===== src/sv/gsa_pkg.sv =====
// Shared types, constants and command/status structs of the generational slot allocator.
`timescale 1ns / 1ps

package gsa_pkg;

   localparam int SLOTS = 1024;
   localparam int IDX_W = 10;
   localparam int CNT_W = 11;
   localparam int GEN_W = 16;

   typedef logic [1:0]       opcode_type;
   typedef logic [1:0]       status_type;
   typedef logic [IDX_W-1:0] idx_type;
   typedef logic [CNT_W-1:0] cnt_type;
   typedef logic [GEN_W-1:0] gen_type;

   localparam opcode_type OP_CREATE  = 2'd0;
   localparam opcode_type OP_DESTROY = 2'd1;
   localparam opcode_type OP_QUERY   = 2'd2;
   localparam opcode_type OP_TICK    = 2'd3;

   localparam status_type ST_OK         = 2'd0;
   localparam status_type ST_NO_FREE    = 2'd1;
   localparam status_type ST_BAD_HANDLE = 2'd2;
   localparam status_type ST_LIST_FULL  = 2'd3;

   // Per-slot flags kept in one memory word.
   typedef struct packed {
      logic pend;
      logic occ;
   } flag_type;

   // Commands from the controller to the datapath.
   typedef struct packed {
      logic clr_step;
      logic accept;
      logic gen_rd;
      logic walk_step;
      logic fin;
   } cmd_type;

   // Status from the datapath to the controller.
   typedef struct packed {
      logic clr_last;
      logic walk_done;
      logic out_free;
   } stat_type;

endpackage


===== src/sv/gsa_controller.sv =====
// Sequencing state machine of the generational slot allocator.
`timescale 1ns / 1ps

module gsa_controller (
   input  logic             clock,
   input  logic             reset,
   input  logic             req_valid,
   input  gsa_pkg::opcode_type req_opcode,
   output logic             req_ready,
   input  logic             csr_wr_en,
   input  gsa_pkg::stat_type stat,
   output gsa_pkg::cmd_type  cmd
);
   import gsa_pkg::*;

   localparam logic [2:0] S_CLEAR = 3'd0;
   localparam logic [2:0] S_IDLE  = 3'd1;
   localparam logic [2:0] S_CGEN  = 3'd2;
   localparam logic [2:0] S_WALK  = 3'd3;
   localparam logic [2:0] S_FIN   = 3'd4;

   logic [2:0] state_ff;
   logic [2:0] state_in;
   logic       accept;

   assign req_ready = (state_ff == S_IDLE);
   assign accept    = req_ready && req_valid;

   always_comb begin
      cmd.clr_step  = (state_ff == S_CLEAR);
      cmd.accept    = accept;
      cmd.gen_rd    = (state_ff == S_CGEN);
      cmd.walk_step = (state_ff == S_WALK);
      cmd.fin       = (state_ff == S_FIN) && stat.out_free;
   end

   always_comb begin
      state_in = state_ff;
      case (state_ff)
         S_CLEAR: begin
            if (stat.clr_last) state_in = S_IDLE;
         end
         S_IDLE: begin
            if (accept) begin
               if (req_opcode == OP_CREATE) state_in = S_CGEN;
               else if (req_opcode == OP_TICK) state_in = S_WALK;
               else state_in = S_FIN;
            end
         end
         S_CGEN: begin
            state_in = S_FIN;
         end
         S_WALK: begin
            if (stat.walk_done) state_in = S_FIN;
         end
         S_FIN: begin
            if (stat.out_free) state_in = S_IDLE;
         end
         default: begin
            state_in = S_CLEAR;
         end
      endcase
      // A slot count write restarts the clearing pass.
      if (csr_wr_en) state_in = S_CLEAR;
   end

   always_ff @(posedge clock) begin
      if (reset) state_ff <= S_CLEAR;
      else state_ff <= state_in;
   end

endmodule


===== config.mk =====
export PLATFORM = sky130hd
export DESIGN_NAME = gsa_controller
export DESIGN_NICKNAME = d
export VERILOG_FILES = /design/src/sv/gsa_pkg.sv /design/src/sv/gsa_controller.sv
export SDC_FILE = /design/constraint.sdc
export NUM_CORES = 1
export LEC_CHECK = 0
export BUFFER_PORTS_ARGS = -buffer_cell sky130_fd_sc_hd__buf_2
export CAP_MARGIN = 25
export CORE_AREA = 2 2 39 41
export DETAILED_ROUTE_END_ITERATION = 7
export DIE_AREA = 0 0 41 43
export PLACE_DENSITY_LB_ADDON = 0.12
export REMOVE_ABC_BUFFERS = 1
export SLEW_MARGIN = 0
export SYNTH_ARGS = -nofsm -noshare
export SYNTH_HDL_FRONTEND = slang
export SYNTH_SLANG_ARGS = --single-unit

===== constraint.sdc =====
create_clock -name clock -period 1.38 [get_ports clock]
set_input_delay 0.276 -clock clock [delete_from_list [all_inputs] [get_ports clock]]
set_output_delay 0.276 -clock clock [all_outputs]
set_load 0.005 [all_outputs]

* Word-level counts from Yosys, hierarchy flattened *
Cells that the tools add are included.

operators by class
  multipliers = 0
  muxes and demuxes = 7
  equality and inequality tests = 9
  shift-type cells = 0
  magnitude comparators = 0
  add/sub/neg operators = 0
  div/mod/pow operators = 0
  reductions and logical operators = 6
  bitwise gates (word level) = 0

operators by type and width
  kind                number
  $mux 3              6
  $pmux 3 s5          1
  $eq 3x2->1 const B  2
  $ne 2x2->1 const B  3
  $reduce_and 4->1    1
  $eq 3x1->1 const B  1
  $eq 3x3->1 const B  1
  $logic_not 3->1     1
  $eq 2x2->1 const B  1
  $logic_and 1x1->1   2
  $logic_not 2->1     1
  $ne 2x1->1 const B  1
  $reduce_or 2->1     1

word-level totals
  input bits = 9
  ROM bits = 0
  logic and storage cells = 23
  memories = 0
  flip-flop bits (word level) = 3
  bits in latches = 0
  output and inout port bits = 6
  memory bits (writable) = 0

* Logic depth before layout (Yosys ltp) *
Gate-level depths: netlist (run 1).

  depth in word-level cells = 5
  depth in mapped cells = 4
  depth with buffers taken out = 4

* Worst setup path before layout (run 1) *
OpenSTA, ideal clock, no wires.

  path kind = reg2out
  from = reg state_ff[0]
  to = out cmd[3] (netlist bit)
  buffers on the path = 2
  cell stages (with the launch flop) = 5
  required time = 1.104 ns
  path slack = 0.225 ns
  data arrival time = 0.879 ns
  path through = dfxtp_1 > buf_2 > nand2b_1 > nor3b_1 > buf_4

on the way
  cells in the longest elaborated chain, start to end = 2

RTL lines
  element                   RTL line              text
  start: declaration        gsa_controller.sv:22  logic [2:0] state_ff;
  start signal: assignment  gsa_controller.sv:69  else state_ff <= state_in;
  $eq 3x1->1                gsa_controller.sv:26  assign req_ready = (state_ff == S_IDLE);
  $logic_and 1x1->1         gsa_controller.sv:27  assign accept = req_ready && req_valid;
  end: declaration          gsa_controller.sv:12  output gsa_pkg::cmd_type cmd

Every way passes these cells.

==> impl_metrics.csv, run 1 <==
group,metric,value,unit
job,maxCapViolCount,0,
drt,viasPerCell,4.42,
sta,whs,0.211,ns
final_layout,num_antenna_cells,0,
final_layout,reg.largest.list,"state_ff (3)",
logic_synthesis,ys_warn_count,0,
critical_path,worst_setup_path_end_kind,"output pin",
drt,wl,634,um
drt,wl_met1,253,um
floorplan,start_util,0.175,
floorplan,die-area,0.00176,mm2
global_route,grt_pass1_vias,274,
sta,relSlewSlack,0.839,
floorplan,io_pins,15,
sta,final_max_slew_viol_count,0,
logic_synthesis,synth-seq-cells,3,
global_route,grt_pass1_wl,1.08,mm
critical_path,worstPathCellList,"inv_1 -> nor3_1 -> buf_2",
critical_path,path_class,"flop to output pin",
logic_synthesis,synthFlopType,"dfxtp_1",
drt,top_layer,"met4",
clock_tree,holdBufCountCts,0,
critical_path,r2r_slack,0.25,ns
sta,rsz0062_at_grt,"yes",
sta,hold_violations,0,
drt,drtIter0Drc,2,
sta,setup_viol,0,
global_route,antenna_found_initial,0,
final_layout,largest_reg_flops,3,
critical_path,crit_path_top_delay_cell,"dfxtp_2",
placement,io_buffers,14,
global_route,gr-total-overflow,0,
logic_synthesis,synthArstFlopShare,0,
drt,ant_nets,0,
status,status,"complete, no violations",
clock_tree,cts_buffers,3,
final_layout,area_delta_synth_final,50.3,%
sta,max_freq,764,MHz
logic_synthesis,yosys.area.top_type_share,0.249,
logic_synthesis,netlist.top_cell.by_area,"dfxtp_1",
logic_synthesis,yosysUniqueCellTypes,21,
final_layout,final_nets,57,
drt,num_vias,274,
placement,dpl.cell_count,58,
clock_tree,cts_setup_buffers,0,
floorplan,fp.dieH,43,um
drt,drc,0,
clock_tree,clockBufferDepth,2,
clock_tree,cts_tree,"yes",
worst_hold_path,min_path_type,"input pin to flop",
power,p_sw,0.0779,mW
final_layout,layout.cells.non_filler,62,
drt,wl_met3,72,um
drt,wl_per_cell,10.2,um
global_route,track_usage,0.0953,
logic_synthesis,avgSynthCellArea,8.05,um2
sta,tightest_slew,0.241,ns
final_layout,largest_register,"state_ff",
logic_synthesis,synth_area_leaders,"dfxtp_1 (25%), nor3_1 (8.3%), nor2_1 (6.2%)",
global_route,grt_max_degree,11,
clock_tree,path_clk_slew,0.04,ns
power,comb_power_share,0.159,
drt,wl_met2,299,um
clock_tree,clock_sinks,3,
sta,fin_worst_skew,0.00106,ns
floorplan,coreArea,0.00138,mm2
drt,first_pass_iters,2,
power,p_leak,0.161,nW
sta,finalCriticalPeriod,1.31,ns
critical_path,cp_data_required_time,1.10,ns
power,power_density,837,mW/mm2
logic_synthesis,synth.yosys.seq_area_share,0.249,
sta,post-route-period-util,0.949,
logic_synthesis,synth_area,241,um2
critical_path,crit_path_start_kind,"flop",
floorplan,die_x,41,um
critical_path,max_stage_delay,0.43,ns
power,p_int,0.226,mW
power,clkPwrFrac,0.530,
clock_tree,cts_max_level,1,
floorplan,rows,14,
power,swShare,0.257,
critical_path,critPathArrivalTime,1.03,ns
critical_path,path_max_fanout,10,
power,seqPwrFrac,0.311,
logic_synthesis,synth_edf_count,0,
placement,gp_congestion,0.621,
logic_synthesis,synth_cells,30,
final_layout,layout-drive-gt1-share,0.565,
clock_tree,insertion_delay,0.24,ns
power,ir_worst_vdd,0.208,mV
logic_synthesis,ys_top_cells_by_count,"nor2_1 (4), nor3_1 (4), dfxtp_1 (3)",
clock_tree,root_buffer,"clkbuf_4",
repair_timing:
action | 4_1_cts | 5_1_grt
resized for setup | 5 | 2
pin swaps | 0 | 0
endpoints found under the hold margin | 0 | 0
endpoints found under the setup margin | 2 | 2
placed cells by master, fill, tap and decap left out:
cell	n
nor3_2	1
clkbuf_1	1
a21oi_1	1
o21a_1	1
nor3b_2	1
dfxtp_2	3
mux2_2	1
nor3_1	3
nand2_1	2
o32ai_1	1
nor2b_4	1
a21boi_1	1
buf_2	14
inv_1	1
ha_1	1
buf_4	1
nor4_1	1
nor2_1	4
mux2i_1	1
a221o_1	1
nand3_1	1
clkbuf_4	3
nand2b_4	1
path summary, 6_finish.rpt:
path	start	cells past startpoint	to
max	state_ff[1]$_SDFFE_PP0P_	3	cmd[2]
min	csr_wr_en	2	state_ff[1]$_SDFFE_PP0P_
max reg2reg	state_ff[1]$_SDFFE_PP0P_	3	state_ff[0]$_SDFFE_PP0P_
min reg2reg	state_ff[2]$_SDFFE_PP0P_	2	state_ff[2]$_SDFFE_PP0P_
area by class of cell:
type | count | area, um2
clock buffers | 4 | 26.3
inverters | 1 | 3.75
well taps | 16 | 20.0
flip-flops and latches | 3 | 63.8
fillers | 172 | 1020
multi-input cells | 23 | 171
repair buffers | 15 | 77.6
cell families after synthesis:
kind of cell / Yosys count / synth area share
AND/OR/NAND/NOR: 15 / 0.337
AO/OA/AOI/OAI: 5 / 0.161
buffers and inverters: 4 / 0.114
flip-flops: 3 / 0.249
multiplexers: 2 / 0.0881
adder cells (fa/ha/maj): 1 / 0.0518
power by group through the flow:
stage          clock [mW]  combinational (mW)  sequential (mW)
2_1_floorplan           0              0.0214           0.0940
3_3_place_gp            0              0.0467           0.0941
3_5_place_dp            0              0.0467           0.0939
4_1_cts             0.168              0.0485           0.0938
5_1_grt             0.178              0.0553           0.0949
6_report            0.161              0.0484           0.0943
metal layers:
layer  GRT usage  vias to the layer above
met5           0                        -
met4      0.0600                        0
met3      0.0628                        2
met2       0.141                       11
met1      0.0929                      123
li1            -                      138
worst max-delay path, delay by kind of cell, from the launching register on:
kind                   cells  cell delay (ns)
buffers and inverters      2             0.24
flip-flops                 1             0.43
AND/OR/NAND/NOR            1             0.13
per-stage QoR:
step	worst slack, ns	power (mW)	setup TNS, ns	utilization	cell area, um2
2_1_floorplan	0.289	0.115	0	-	218
3_3_place_gp	0.142	0.141	0	0.228	315
3_5_place_dp	0.154	0.141	0	0.228	315
4_1_cts	0.0222	0.311	0	0.255	353
5_1_grt	-0.00193	0.329	-0.00193	0.262	363
6_report	0.0711	0.304	0	0.262	363
Power figures use the tool's default switching activity.
==> inputs of run 2 (changes only) <==
- clock period: 1.38 -> 1.7 ns (I/O delays scaled with it)
==> impl_metrics.csv, run 2 (synthesis gave the netlist of run 1 again) <==
group,metric,value,unit
drt,first_pass_iters,1,
sta,max_freq,666,MHz
worst_hold_path,holdPathEnd,"state_ff[1]$_SDFFE_PP0P_",
placement,gp_congestion,0.645,
final_layout,layout_common_cells,"buf_2 (14), nor2_1 (4), nor3_1 (4)",
floorplan,start_util,0.175,
final_layout,layout-drive-gt1-share,0.444,
status,status,"complete, no violations",
critical_path,path_max_fanout,7,
sta,finalCriticalPeriod,1.50,ns
clock_tree,holdBufCountCts,0,
critical_path,worst_setup_path_end_kind,"output pin",
final_layout,reg.largest.list,"state_ff (3)",
worst_hold_path,min_path_type,"input pin to flop",
floorplan,rows,14,
final_layout,largest_reg_flops,3,
power,p_int,0.180,mW
job,maxCapViolCount,0,
sta,setup-tns-final,0,ns
critical_path,rr_worst_depth,3,
clock_tree,cts_max_level,1,
sta,relSlewSlack,0.781,
critical_path,path_class,"flop to output pin",
clock_tree,cts_setup_buffers,0,
drt,num_vias,260,
global_route,gr-total-overflow,0,
power,power_density,698,mW/mm2
clock_tree,insertion_delay,0.23,ns
floorplan,coreArea,0.00138,mm2
critical_path,critPathArrivalTime,1.16,ns
final_layout,layout_commonest_cell,"buf_2",
power,p_leak,0.148,nW
global_route,grt_max_degree,11,
floorplan,io_pins,15,
final_layout,largest_register,"state_ff",
floorplan,die-area,0.00176,mm2
clock_tree,cts_buffers,3,
worst_hold_path,min_from,"csr_wr_en",
floorplan,die_x,41,um
sta,setup_viol,0,
critical_path,crit_path_start_kind,"flop",
final_layout,area_delta_synth_final,38.9,%
critical_path,r2r_slack,0.49,ns
floorplan,fp.dieH,43,um
clock_tree,cts_tree,"yes",
critical_path,r2r_end,"state_ff[0]$_SDFFE_PP0P_",
final_layout,num_antenna_cells,0,
power,ir_worst_vdd,0.292,mV
power,swShare,0.232,
sta,hold_violations,0,
global_route,grt_pass1_wl,931,um
power,seqPwrFrac,0.327,
clock_tree,cts_resized,0,
power,clkPwrFrac,0.525,
sta,tightest_slew,0.328,ns
power,comb_power_share,0.149,
clock_tree,root_buffer,"clkbuf_4",
drt,viasPerCell,4.26,
placement,place_hpwl,472,um
global_route,grt_pass1_vias,242,
sta,fin_worst_skew,0.000344,ns
critical_path,timing.rr.start,"state_ff[1]$_SDFFE_PP0P_",
global_route,track_usage,0.0792,
clock_tree,clock_sinks,3,
clock_tree,clockBufferDepth,2,
power,p_sw,0.0542,mW
worst_hold_path,min_path_cells,2,
sta,post-route-period-util,0.883,
global_route,antenna_found_initial,0,
clock_tree,path_clk_slew,0.04,ns
drt,wl,576,um
drt,drtIter0Drc,0,
power,total_power,0.234,mW
drt,ant_nets,0,
critical_path,cp_data_required_time,1.36,ns
drt,drc,0,
final_layout,final_nets,56,
sta,rsz0062_at_grt,"no",
drt,wl_per_cell,9.44,um
sta,final_max_slew_viol_count,0,
placement,io_buffers,14,
## run 2: how the worst max path moves through the flow
stage	start	end	slack (ns)	cells past startpoint
after floorplan	req_opcode[0]	state_ff[2]$_SDFFE_PP0P_	0.55	4
after global placement	state_ff[0]$_SDFFE_PP0P_	cmd[3]	0.35	3
after detailed placement	state_ff[0]$_SDFFE_PP0P_	cmd[3]	0.36	3
after CTS	state_ff[0]$_SDFFE_PP0P_	cmd[3]	0.09	3
after global routing	state_ff[2]$_SDFFE_PP0P_	cmd[3]	0.04	3
final	state_ff[2]$_SDFFE_PP0P_	cmd[3]	0.20	3
## run 2: final cells by class
type                       count  area (um2)
inverter                       1        3.75
multi-input combinational     23         154
clock buffer                   4        26.3
timing repair buffer          14        70.1
fill                         161        1050
sequential                     3        61.3
tap                           16        20.0
## run 2: metal layers
layer	share of wire	track usage
met1	0.49	0.102
met2	0.41	0.100
met3	0.094	0.0471
met4	0	0.0400
met5	0	0
## run 2: stage by stage
| stage | setup WS (ns) | instances | instance area, um2 | utilization | hold WS [ns] |
|---|---|---|---|---|---|
| after detailed placement | 0.361 | 57 | 308 | 0.222 | 0.529 |
| final | 0.200 | 61 | 335 | 0.242 | 0.291 |
| after global placement | 0.352 | 57 | 308 | 0.222 | 0.522 |
| after CTS | 0.0941 | 61 | 334 | 0.241 | 0.280 |
| after floorplan | 0.545 | 27 | 218 | - | 0.418 |
| after global routing | 0.0416 | 61 | 335 | 0.242 | 0.288 |
## run 2: critical path, stage by stage, from the launching register on
cell	delay [ns]
dfxtp_1	0.35
nand2b_1	0.23
nor3b_1	0.21
buf_2	0.14
## run 2: power by group through the flow
stage / Clock, mW / Combinational, mW / Sequential (mW)
global route: 0.141 / 0.0395 / 0.0768
floorplan: 0 / 0.0174 / 0.0763
CTS: 0.130 / 0.0354 / 0.0762
finish: 0.123 / 0.0348 / 0.0764
global placement: 0 / 0.0350 / 0.0773
detailed placement: 0 / 0.0352 / 0.0772
==> inputs of run 3 (changes only) <==
- RECOVER_POWER: not set -> 50
==> impl_metrics.csv, run 3 (synthesis gave the netlist of run 1 again) <==
group,metric,value,unit
placement,place_hpwl,472,um
critical_path,max_stage_delay,0.35,ns
global_route,busiest_layer,"met1",
critical_path,path_class,"flop to output pin",
global_route,gr-total-overflow,0,
worst_hold_path,min_path_cells,2,
global_route,use_met1,0.102,
sta,post-route-period-util,0.882,
global_route,antenna_found_initial,0,
critical_path,timing.rr.start,"state_ff[1]$_SDFFE_PP0P_",
drt,first_pass_iters,1,
critical_path,r2r_end,"state_ff[2]$_SDFFE_PP0P_",
final_layout,reg.largest.list,"state_ff (3)",
power,seqPwrFrac,0.328,
floorplan,coreArea,0.00138,mm2
job,maxCapViolCount,0,
worst_hold_path,min_from,"csr_wr_en",
sta,relSlewSlack,0.793,
global_route,grt_pass1_vias,242,
sta,max_freq,667,MHz
worst_hold_path,min_path_type,"input pin to flop",
critical_path,worstPathCellList,"nand2b_1 -> nor3b_1 -> buf_2",
critical_path,path_max_fanout,7,
clock_tree,cts_tree,"yes",
sta,fin_worst_skew,0.000335,ns
final_layout,layout_commonest_cell,"buf_2",
clock_tree,insertion_delay,0.23,ns
power,power_density,713,mW/mm2
final_layout,layout-drive-gt1-share,0.400,
floorplan,start_util,0.175,
worst_hold_path,holdPathEnd,"state_ff[1]$_SDFFE_PP0P_",
global_route,grt_pass1_wl,931,um
power,clkPwrFrac,0.528,
global_route,met3_usage,0.0471,
status,status,"complete, no violations",
floorplan,io_pins,15,
critical_path,critPathArrivalTime,1.16,ns
power,comb_power_share,0.144,
final_layout,largest_register,"state_ff",
drt,wl,568,um
critical_path,crit_path_start_kind,"flop",
sta,rsz0062_at_grt,"no",
sta,finalCriticalPeriod,1.50,ns
placement,dpl_cell_area,308,um2
placement,io_buffers,14,
critical_path,crit_path_top_delay_cell,"dfxtp_1",
clock_tree,root_buffer,"clkbuf_4",
clock_tree,path_clk_slew,0.04,ns
drt,num_vias,257,
placement,gp_congestion,0.645,
clock_tree,clock_sinks,3,
clock_tree,clockBufferDepth,2,
power,p_sw,0.0535,mW
sta,hold_violations,0,
drt,ant_nets,0,
final_layout,area_delta_synth_final,35.2,%
sta,final_max_slew_viol_count,0,
critical_path,worst_setup_path_end_kind,"output pin",
power,p_int,0.179,mW
sta,tightest_slew,0.310,ns
drt,drc,0,
final_layout,num_antenna_cells,0,
critical_path,r2r_slack,0.50,ns
final_layout,largest_reg_flops,3,
drt,drtIter0Drc,0,
sta,setup-tns-final,0,ns
critical_path,rr_worst_depth,3,
clock_tree,cts_buffers,3,
critical_path,cp_data_required_time,1.36,ns
floorplan,fp.dieH,43,um
final_layout,final_nets,56,
sta,setup_viol,0,
clock_tree,cts_max_level,1,
global_route,grt_max_degree,11,
floorplan,die-area,0.00176,mm2
drt,viasPerCell,4.21,
floorplan,rows,14,
floorplan,die_x,41,um
power,swShare,0.230,
final_layout,layout_common_cells,"buf_2 (13), nor2_1 (4), nor3_1 (4)",
global_route,met2_usage,0.100,
power,p_leak,0.146,nW
drt,wl_per_cell,9.31,um
global_route,track_usage,0.0792,
final_layout,final_area,327,um2
power,ir_worst_vdd,0.292,mV
==> run 3: cell type report <==
type	instances	area, um2
clock buffers	4	26.3
fillers	164	1060
inverters	1	3.75
multi-input cells	23	146
flip-flops and latches	3	61.3
well taps	16	20.0
repair buffers	14	68.8
==> run 3: worst max-delay path by stage <==
stage	from	to	slack [ns]	cells after the start
2_1_floorplan	req_opcode[0]	state_ff[2]$_SDFFE_PP0P_	0.55	4
3_5_place_dp	state_ff[0]$_SDFFE_PP0P_	cmd[3]	0.36	3
4_1_cts	state_ff[0]$_SDFFE_PP0P_	cmd[3]	0.09	3
6_report	state_ff[2]$_SDFFE_PP0P_	cmd[3]	0.20	3
3_3_place_gp	state_ff[0]$_SDFFE_PP0P_	cmd[3]	0.35	3
5_1_grt	state_ff[2]$_SDFFE_PP0P_	cmd[3]	0.04	3
==> run 3: metrics by stage <==
step / power, mW / hold WS, ns / worst slack, ns / cells / util
2_1_floorplan: 0.0937 / 0.418 / 0.545 / 27 / -
3_3_place_gp: 0.112 / 0.522 / 0.352 / 57 / 0.222
3_5_place_dp: 0.112 / 0.529 / 0.361 / 57 / 0.222
4_1_cts: 0.242 / 0.280 / 0.0941 / 61 / 0.241
5_1_grt: 0.256 / 0.288 / 0.0417 / 61 / 0.236
6_report: 0.233 / 0.291 / 0.201 / 61 / 0.236
==> run 3: critical path, delay by kind of cell (launching register included) <==
family / cells / cell delay, ns
buffers and inverters: 1 / 0.14
AND/OR/NAND/NOR: 2 / 0.44
flip-flops: 1 / 0.35
==> run 3: metal layers <==
layer / routed length, um / vias up
li1: - / 140
met5: 0 / -
met3: 55 / 0
met4: 0 / 0
met1: 281 / 108
met2: 232 / 9
==> run 3: what timing repair did <==
item | in CTS | in global routing
endpoints found under the hold margin | 0 | 0
hold buffers | 0 | 0
resized for setup | 0 | 1
buffers inserted | 0 | 0
endpoints found under the setup margin | 0 | 1
==> run 3: power groups by stage <==
stage / logic [mW] / clock network [mW] / registers, mW
after detailed placement: 0.0352 / 0 / 0.0772
final: 0.0336 / 0.123 / 0.0764
after floorplan: 0.0174 / 0 / 0.0763
after CTS: 0.0354 / 0.130 / 0.0762
after global placement: 0.0350 / 0 / 0.0773
after global routing: 0.0382 / 0.141 / 0.0768
